## config.mk

```make
export PLATFORM = sky130hd
export DESIGN_NAME = framebuffer_format_best_match_top
export DESIGN_NICKNAME = d
export VERILOG_FILES = /design/src/sv/fbfbm_pkg.sv /design/src/sv/framebuffer_format_best_match_top.sv
export SDC_FILE = /design/constraint.sdc
export NUM_CORES = 2
export LEC_CHECK = 0
export ABC_AREA = 1
export BUFFER_PORTS_ARGS = -buffer_cell sky130_fd_sc_hd__buf_2
export CAP_MARGIN = 20
export CORE_UTILIZATION = 45
export DETAILED_ROUTE_END_ITERATION = 12
export SLEW_MARGIN = 30
export SYNTH_ARGS = -nofsm -noshare
export SYNTH_HDL_FRONTEND = slang
export SYNTH_SLANG_ARGS = --single-unit
```

## constraint.sdc

```tcl
create_clock -name clk -period 14.1 [get_ports clk]
set_clock_uncertainty 0.05 [all_clocks]
set_input_delay 4.23 -clock clk [delete_from_list [all_inputs] [get_ports clk]]
set_output_delay 4.23 -clock clk [all_outputs]
set_load 0.1 [all_outputs]
```

## src/sv/fbfbm_pkg.sv

```systemverilog
// Package: payload types, register indexes, attribute bits and helpers for the format selector.
package fbfbm_pkg;

	localparam int DEFAULT_MAX_CANDIDATES = 256;
	localparam int IDX_W = 8;
	localparam int CFG_IDX_W = 3;
	localparam int CFG_DATA_W = 32;
	localparam int MISS_W = 5;
	localparam int COLOR_W = 18;
	localparam int EXTRA_W = 20;

	localparam logic [CFG_IDX_W-1:0] REG_WANT_RGB     = 3'd0;
	localparam logic [CFG_IDX_W-1:0] REG_WANT_ADS     = 3'd1;
	localparam logic [CFG_IDX_W-1:0] REG_WANT_ACCUM   = 3'd2;
	localparam logic [CFG_IDX_W-1:0] REG_WANT_AUX     = 3'd3;
	localparam logic [CFG_IDX_W-1:0] REG_WANT_SAMPLES = 3'd4;
	localparam logic [CFG_IDX_W-1:0] REG_WANT_FLAGS   = 3'd5;
	localparam logic [CFG_IDX_W-1:0] REG_DONT_CARE    = 3'd6;

	localparam int DC_RED     = 0;
	localparam int DC_GREEN   = 1;
	localparam int DC_BLUE    = 2;
	localparam int DC_ALPHA   = 3;
	localparam int DC_DEPTH   = 4;
	localparam int DC_STENCIL = 5;
	localparam int DC_ACCUM0  = 6;
	localparam int DC_SAMPLES = 10;

	localparam int FLAG_STEREO = 0;
	localparam int FLAG_SRGB   = 1;
	localparam int FLAG_DOUBLE = 2;

	localparam logic [23:0] RESET_WANT_RGB = 24'h080808;
	localparam logic [23:0] RESET_WANT_ADS = 24'h081808;

	typedef struct packed {
		logic [7:0]  red_bits;
		logic [7:0]  green_bits;
		logic [7:0]  blue_bits;
		logic [7:0]  alpha_bits;
		logic [7:0]  depth_bits;
		logic [7:0]  stencil_bits;
		logic [31:0] accum_bits;
		logic [3:0]  aux_buffers;
		logic [7:0]  sample_count;
		logic [2:0]  format_flags;
		logic        last;
	} fbfbm_in_t;

	typedef struct packed {
		logic [IDX_W-1:0] best_index;
		logic             found;
	} fbfbm_out_t;

	function automatic logic [15:0] sq_diff(input logic [7:0] a, input logic [7:0] b);
		logic [7:0] d;
		d = (a > b) ? (a - b) : (b - a);
		return 16'(d) * 16'(d);
	endfunction

endpackage

```

## src/sv/framebuffer_format_best_match_top.sv

```systemverilog
// Top level: scores candidate framebuffer formats and reports the best match per list.
//
//  channel | signals                          | direction | moves
//  in      | in_valid, in_stall, in_data      | in        | one candidate request
//  out     | out_valid, out_stall, out_data   | out       | best index and found flag
//  cfg     | cfg_valid, cfg_ready, cfg_index, | in        | one register write request
//          | cfg_data                         |           |
//
// One candidate per cycle while in_stall is low. A last candidate reaches out_valid through the
// input register, score register (squares and sums), then compare and result register.
// The running best lives in the compare stage, which updates it when a better eligible candidate passes.
// Reset clears all control state and the running best and sets the config registers to their defaults.
// out_stall holds the result register; a last candidate waits in the score stage while the
// result is held, and input stalls once the input register behind it is also full.
module framebuffer_format_best_match_top
	import fbfbm_pkg::*;
#(
	parameter int MAX_CANDIDATES = DEFAULT_MAX_CANDIDATES
) (
	input  logic                  clk,
	input  logic                  arst_n,
	input  logic                  in_valid,
	output logic                  in_stall,
	input  fbfbm_in_t             in_data,
	output logic                  out_valid,
	input  logic                  out_stall,
	output fbfbm_out_t            out_data,
	input  logic                  cfg_valid,
	output logic                  cfg_ready,
	input  logic [CFG_IDX_W-1:0]  cfg_index,
	input  logic [CFG_DATA_W-1:0] cfg_data
);

	localparam int CNT_W = $clog2(MAX_CANDIDATES + 1);

	logic [23:0] want_rgb_q;
	logic [23:0] want_ads_q;
	logic [31:0] want_accum_q;
	logic [3:0]  want_aux_q;
	logic [7:0]  want_samples_q;
	logic [2:0]  want_flags_q;
	logic [10:0] dont_care_q;

	logic              v_s1;
	fbfbm_in_t         in_s1;
	logic              v_s2;
	logic              last_s2;
	logic              elig_s2;
	logic [MISS_W-1:0]  miss_s2;
	logic [COLOR_W-1:0] color_s2;
	logic [EXTRA_W-1:0] extra_s2;

	logic [MISS_W-1:0]  best_miss_q;
	logic [COLOR_W-1:0] best_color_q;
	logic [EXTRA_W-1:0] best_extra_q;
	logic [IDX_W-1:0]   best_pos_q;
	logic               have_best_q;
	logic [CNT_W-1:0]   cnt_q;

	logic       out_valid_q;
	fbfbm_out_t out_q;

	logic out_free, s2_fire, s2_take, s1_fire, s1_take;
	logic elig, in_range, better, take_best, have_best_nx;
	logic [MISS_W-1:0]  miss;
	logic [COLOR_W-1:0] color;
	logic [EXTRA_W-1:0] extra;
	logic [IDX_W-1:0]   pos_nx;
	logic [3:0]         aux_def;

	assign out_free = !out_valid_q || !out_stall;
	assign s2_fire  = v_s2 && (!last_s2 || out_free);
	assign s2_take  = !v_s2 || s2_fire;
	assign s1_fire  = v_s1 && s2_take;
	assign s1_take  = !v_s1 || s1_fire;
	assign in_stall = !s1_take;
	assign cfg_ready = 1'b1;
	assign out_valid = out_valid_q;
	assign out_data  = out_q;

	always_ff @(posedge clk or negedge arst_n) begin
		if (!arst_n) begin
			want_rgb_q     <= RESET_WANT_RGB;
			want_ads_q     <= RESET_WANT_ADS;
			want_accum_q   <= '0;
			want_aux_q     <= '0;
			want_samples_q <= '0;
			want_flags_q   <= '0;
			dont_care_q    <= '0;
		end else if (cfg_valid && cfg_ready) begin
			unique case (cfg_index)
				REG_WANT_RGB:     want_rgb_q     <= cfg_data[23:0];
				REG_WANT_ADS:     want_ads_q     <= cfg_data[23:0];
				REG_WANT_ACCUM:   want_accum_q   <= cfg_data[31:0];
				REG_WANT_AUX:     want_aux_q     <= cfg_data[3:0];
				REG_WANT_SAMPLES: want_samples_q <= cfg_data[7:0];
				REG_WANT_FLAGS:   want_flags_q   <= cfg_data[2:0];
				REG_DONT_CARE:    dont_care_q    <= cfg_data[10:0];
				default: ;
			endcase
		end
	end

	always_comb begin
		logic [16:0] rgb_sum;
		logic [17:0] ads_sum;
		logic [17:0] acc_sum;
		logic [15:0] sq;
		rgb_sum = '0;
		ads_sum = '0;
		acc_sum = '0;

		elig = !(want_flags_q[FLAG_STEREO] && !in_s1.format_flags[FLAG_STEREO]) &&
			(want_flags_q[FLAG_DOUBLE] == in_s1.format_flags[FLAG_DOUBLE]);

		aux_def = (want_aux_q > in_s1.aux_buffers) ? (want_aux_q - in_s1.aux_buffers) : 4'd0;
		miss = MISS_W'(aux_def)
			+ MISS_W'(!dont_care_q[DC_ALPHA] && want_ads_q[7:0] != 8'd0 &&
				in_s1.alpha_bits == 8'd0)
			+ MISS_W'(!dont_care_q[DC_DEPTH] && want_ads_q[15:8] != 8'd0 &&
				in_s1.depth_bits == 8'd0)
			+ MISS_W'(!dont_care_q[DC_STENCIL] && want_ads_q[23:16] != 8'd0 &&
				in_s1.stencil_bits == 8'd0)
			+ MISS_W'(!dont_care_q[DC_SAMPLES] && want_samples_q != 8'd0 &&
				in_s1.sample_count == 8'd0);

		sq = dont_care_q[DC_RED] ? 16'd0 : sq_diff(want_rgb_q[7:0], in_s1.red_bits);
		rgb_sum = rgb_sum + 17'(sq);
		sq = dont_care_q[DC_GREEN] ? 16'd0 : sq_diff(want_rgb_q[15:8], in_s1.green_bits);
		rgb_sum = rgb_sum + 17'(sq);
		sq = dont_care_q[DC_BLUE] ? 16'd0 : sq_diff(want_rgb_q[23:16], in_s1.blue_bits);
		color = COLOR_W'(rgb_sum) + COLOR_W'(sq);

		sq = dont_care_q[DC_ALPHA] ? 16'd0 : sq_diff(want_ads_q[7:0], in_s1.alpha_bits);
		ads_sum = ads_sum + 18'(sq);
		sq = dont_care_q[DC_DEPTH] ? 16'd0 : sq_diff(want_ads_q[15:8], in_s1.depth_bits);
		ads_sum = ads_sum + 18'(sq);
		sq = dont_care_q[DC_STENCIL] ? 16'd0 : sq_diff(want_ads_q[23:16], in_s1.stencil_bits);
		ads_sum = ads_sum + 18'(sq);
		sq = dont_care_q[DC_SAMPLES] ? 16'd0 : sq_diff(want_samples_q, in_s1.sample_count);
		ads_sum = ads_sum + 18'(sq);

		for (int k = 0; k < 4; k++) begin
			acc_sum = acc_sum + (dont_care_q[DC_ACCUM0 + k] ? 18'd0 :
				18'(sq_diff(want_accum_q[8*k +: 8], in_s1.accum_bits[8*k +: 8])));
		end

		extra = EXTRA_W'(ads_sum) + EXTRA_W'(acc_sum) +
			EXTRA_W'(want_flags_q[FLAG_SRGB] && !in_s1.format_flags[FLAG_SRGB]);
	end

	always_ff @(posedge clk or negedge arst_n) begin
		if (!arst_n) begin
			v_s1 <= 1'b0;
			v_s2 <= 1'b0;
		end else begin
			if (s1_take) begin
				v_s1 <= in_valid;
			end
			if (s2_take) begin
				v_s2 <= s1_fire;
			end
		end
	end

	always_ff @(posedge clk) begin
		if (in_valid && s1_take) begin
			in_s1 <= in_data;
		end
		if (s1_fire) begin
			last_s2  <= in_s1.last;
			elig_s2  <= elig;
			miss_s2  <= miss;
			color_s2 <= color;
			extra_s2 <= extra;
		end
	end

	always_comb begin
		in_range = cnt_q < CNT_W'(MAX_CANDIDATES);
		better = !have_best_q || (miss_s2 < best_miss_q) ||
			((miss_s2 == best_miss_q) && ((color_s2 < best_color_q) ||
			((color_s2 == best_color_q) && (extra_s2 < best_extra_q))));
		take_best = in_range && elig_s2 && better;
		have_best_nx = have_best_q || take_best;
		pos_nx = take_best ? IDX_W'(cnt_q) : best_pos_q;
	end

	always_ff @(posedge clk or negedge arst_n) begin
		if (!arst_n) begin
			best_miss_q  <= '0;
			best_color_q <= '0;
			best_extra_q <= '0;
			best_pos_q   <= '0;
			have_best_q  <= 1'b0;
			cnt_q        <= '0;
			out_valid_q  <= 1'b0;
			out_q        <= '0;
		end else begin
			if (s2_fire && last_s2) begin
				best_miss_q  <= '0;
				best_color_q <= '0;
				best_extra_q <= '0;
				best_pos_q   <= '0;
				have_best_q  <= 1'b0;
				cnt_q        <= '0;
			end else if (s2_fire) begin
				if (take_best) begin
					best_miss_q  <= miss_s2;
					best_color_q <= color_s2;
					best_extra_q <= extra_s2;
					best_pos_q   <= pos_nx;
					have_best_q  <= 1'b1;
				end
				if (in_range) begin
					cnt_q <= cnt_q + CNT_W'(1);
				end
			end
			if (s2_fire && last_s2) begin
				out_valid_q      <= 1'b1;
				out_q.found      <= have_best_nx;
				out_q.best_index <= have_best_nx ? pos_nx : '0;
			end else if (!out_stall) begin
				out_valid_q <= 1'b0;
			end
		end
	end

	a_not_found_zero: assert property (@(posedge clk) disable iff (!arst_n)
		out_valid_q |-> (out_q.found || out_q.best_index == '0))
		else $error("result without a match carries a nonzero index");

	a_cnt_bound: assert property (@(posedge clk) disable iff (!arst_n)
		cnt_q <= CNT_W'(MAX_CANDIDATES))
		else $error("position counter passed its limit");

	a_clear_after_last: assert property (@(posedge clk) disable iff (!arst_n)
		(s2_fire && last_s2) |=> (!have_best_q && cnt_q == '0 && out_valid_q))
		else $error("state not cleared after the last candidate");

	a_miss_bound: assert property (@(posedge clk) disable iff (!arst_n)
		best_miss_q <= MISS_W'(19))
		else $error("kept missing count out of range");

endmodule
```

==> impl_metrics.csv <==
group,metric,value,unit
outcome,status,"finished, final reports clean",
setup_path,r2r_cells,48,
setup_path,crit_path_class,"reg -> reg",
detailed_routing,routed_wl,108000,um
cells_and_area,most_frequent_cells_in_the_layout,"1,138 x sky130_fd_sc_hd__inv_1, 1,043 x sky130_fd_sc_hd__nand2_1, 593 x sky130_fd_sc_hd__ha_1",
cts,cts-root-buf,"sky130_fd_sc_hd__clkbuf_16",
detailed_routing,detail_route.vias_per_cell,4.99,
yosys,ys_async_sr_fraction,56.0,%
cells_and_area,area_taken_by_multi_input_logic_gates,29800,sq um
sta,final_max_slew_viol_count,0,
yosys,synth_area,43200,sq um
cts,htree_num_levels,2,
cts,clock-sinks,318,
floorplanning,fp-row-count,113,
cts,cts-buffers-inserted,41,
cells_and_area,area_delta_synth_final,8.10,%
worst_hold_path,hold_depth,0,
sta,relSlewSlack,34.3,%
floorplanning,die_height,312,um
setup_path,startpoint_class_of_the_critical_path,"flop",
global_routing,gr-usage-all-layers,22.5,%
cells_and_area,fill_cells,9367,
yosys,postSynthNetCount,6612,
placed_design,detailed_place_hpwl,89100,um
cts,cts_post_setup_buffers_inserted,0,
setup_path,crit-reg2reg-launch,"want_samples_q[0]",
yosys,synth_top_cell_area_share,18.7,%
setup_path,critPathCaptureType,"flop",
yosys,yosys_warnings,0,
yosys,yosys.area.top_type,"sky130_fd_sc_hd__fa_1",
setup_path,cp_common_cell,"sky130_fd_sc_hd__nand2_1",
yosys,syn_inst,5480,
setup_path,cpMaxStageDelayCell,"sky130_fd_sc_hd__fa_1",
global_routing,grt_first_pass_wirelength,175000,um
worst_hold_path,hold_startpoint,"in_s1[0]",
yosys,postSynthAreaPerCell,7.88,sq um
yosys,count_of_flip_flops_with_a_built_in_enable_after_synthesis,140,
detailed_routing,dr.pass1.iters,5,
placed_design,placement.io_buffers,146,
yosys,ys_seq_area_share,20.1,%
cts,ctsHoldBuffers,0,
setup_path,critical_path_arrival,9.93,ns
detailed_routing,initialDrtViolationCount,2225,
cts,tritoncts,"yes",
cts,cts.path.max_buffers,3,
flow_run,total_of_max_cap_violations,0,
cts,clk_transition_reported_paths,0.06,ns
global_routing,grt_max_degree,72,
sta,fmax,104,MHz
detailed_routing,routedWlPerCell,15.6,um
yosys,flop_and_latch_count_out_of_synthesis,318,
yosys,yosys.cell_types.count,53,
floorplanning,die-width,312,um
sta,slew_at_the_pin_closest_to_its_max_slew_limit,0.983,ns
setup_path,r2r_setup_slack,4.47,ns
sta,timing.final.crit_period,9.63,ns
detailed_routing,detailroute.via_count,34400,
sta,timing.hold.ws,0.372,ns
cells_and_area,seqCellArea,8670,sq um
placed_design,gp_congestion,0.907,
setup_path,crit-reg2reg-capture,"extra_s2[17]",
cts,insertion_delay,0.61,ns
detailed_routing,drtAntennaViolNets,0,
yosys,ys_dominant_reg_cell,"sky130_fd_sc_hd__dfrtp_1",
global_routing,via_count_of_the_first_global_routing_pass,33600,
sta,timing_hold_violations_final,0,
yosys,synthTopCellsByArea,"sky130_fd_sc_hd__fa_1 19%, sky130_fd_sc_hd__ha_1 17%, sky130_fd_sc_hd__dfrtp_1 9.9%",
sta,finalSetupViolations,0,
cells_and_area,post_route_cells_drive_above_1_share,6.60,%
setup_path,cp_slowest_stage_delay,0.54,ns
worst_hold_path,holdCritPathClass,"reg -> reg",
setup_path,worstPathMaxFanout,8,
floorplanning,die_area,97200,sq um
sta,setup-tns-final,0,ns
setup_path,worstPathRequired,14.41,ns
global_routing,grt_antenna_before_repair,4,
global_routing,grt_overflow,0,
cells_and_area,final_common_cell,"sky130_fd_sc_hd__inv_1",
worst_hold_path,hold_path_end,"last_s2",
floorplanning,floorplan.core_area,95000,sq um
cells_and_area,nets,6723,
sta,rsz0062_at_grt,"false",
detailed_routing,remaining_drc_errors,0,
sta,layout_worst_path_cycle_share,68.3,%
cts,post_cts_resized,0,
floorplanning,initial_core_util,45.4,%
floorplanning,io_pins,148,
==> sequential cells by signal (all words and copies together), names as in the netlist, 3 cells and up <==
name,count
best_color_q,18
best_extra_q,19
best_miss_q,5
best_pos_q,8
cnt_q,9
color_s2,18
dont_care_q,11
extra_s2,19
in_s1,96
miss_s2,5
out_data,9
want_accum_q,32
want_ads_q,24
want_aux_q,4
want_flags_q,3
want_rgb_q,24
want_samples_q,8
==> through the flow <==
step / cell area, sq um / worst slack, ns / utilization (%) / instances
after floorplan: 43200 / 4.02 / - / 5480
after global placement: 45200 / 4.52 / 47.6 / 6813
after detailed placement: 45200 / 4.50 / 47.6 / 6813
after CTS: 46600 / 4.50 / 49.1 / 6888
after global routing: 46700 / 3.68 / 49.1 / 6889
final: 46700 / 4.47 / 49.1 / 6892
==> cell usage after synthesis, types with 21 or more instances <==
cell,count
sky130_fd_sc_hd__nor2_1,482
sky130_fd_sc_hd__a21oi_1,349
sky130_fd_sc_hd__edfxtp_1,140
sky130_fd_sc_hd__nand2_1,1045
sky130_fd_sc_hd__buf_2,21
sky130_fd_sc_hd__clkbuf_1,53
sky130_fd_sc_hd__o21ai_0,287
sky130_fd_sc_hd__fa_1,403
sky130_fd_sc_hd__xor2_1,186
sky130_fd_sc_hd__ha_1,593
sky130_fd_sc_hd__or2_2,43
sky130_fd_sc_hd__nand3_1,197
sky130_fd_sc_hd__xnor2_1,45
sky130_fd_sc_hd__nor3_1,27
sky130_fd_sc_hd__dfrtp_1,171
sky130_fd_sc_hd__inv_1,1138
sky130_fd_sc_hd__nand4_1,39
sky130_fd_sc_hd__nand2_2,30
==> critical path: cells and delay by family, from the launching register on <==
| kind | cells | cell delay (ns) |
|---|---|---|
| compound gates | 4 | 0.65 |
| xor+xnor | 1 | 0.06 |
| fa+ha+maj | 12 | 5.25 |
| buf+inv | 11 | 0.73 |
| flops | 1 | 0.40 |
| simple gates | 20 | 2.23 |
==> metal layers <==
| metal | vias to the layer above | track usage, % | part of all wire, % |
|---|---|---|---|
| li1 | 17400 | - | - |
| met1 | 16100 | 31.7 | 47 |
| met2 | 696 | 36.1 | 45 |
| met3 | 114 | 2.85 | 5.2 |
| met4 | 2 | 6.55 | 2.9 |
| met5 | - | 0 | 0.012 |
==> worst max-delay path by stage <==
stage	start	end	slack, ns	cells after the start
5_1_grt	want_samples_q[0]	extra_s2[17]	3.68	48
6_report	want_samples_q[0]	extra_s2[17]	4.47	48
4_1_cts	want_samples_q[0]	extra_s2[17]	4.50	48
3_3_place_gp	out_stall	in_stall	4.52	6
2_1_floorplan	out_stall	in_stall	4.02	4
3_5_place_dp	out_stall	in_stall	4.50	6
==> cell families after synthesis <==
group	after synthesis	share of synthesized area, %
buffers and inverters	1251	11.1
xor gates and xnor gates	234	4.83
and+or+nand+nor	1899	18.2
other	1	0.00869
DFF	318	20.1
muxes	5	0.119
AOI/OAI and AO/OA	776	9.84
adders and majority gates	996	35.9
==> cell type report <==
cell class | instances | share of cell area, %
flip-flops and latches | 318 | 18.6
diodes | 4 | 0.0215
clock buffers | 52 | 2.44
inverters | 1162 | 9.35
well taps | 1265 | 3.39
multi-input cells | 3911 | 63.8
repair buffers | 157 | 1.78
clock inverters | 23 | 0.636
Power is not shown: default switching activity piles up to over one toggle a cycle in this logic, so the estimate is an artifact.
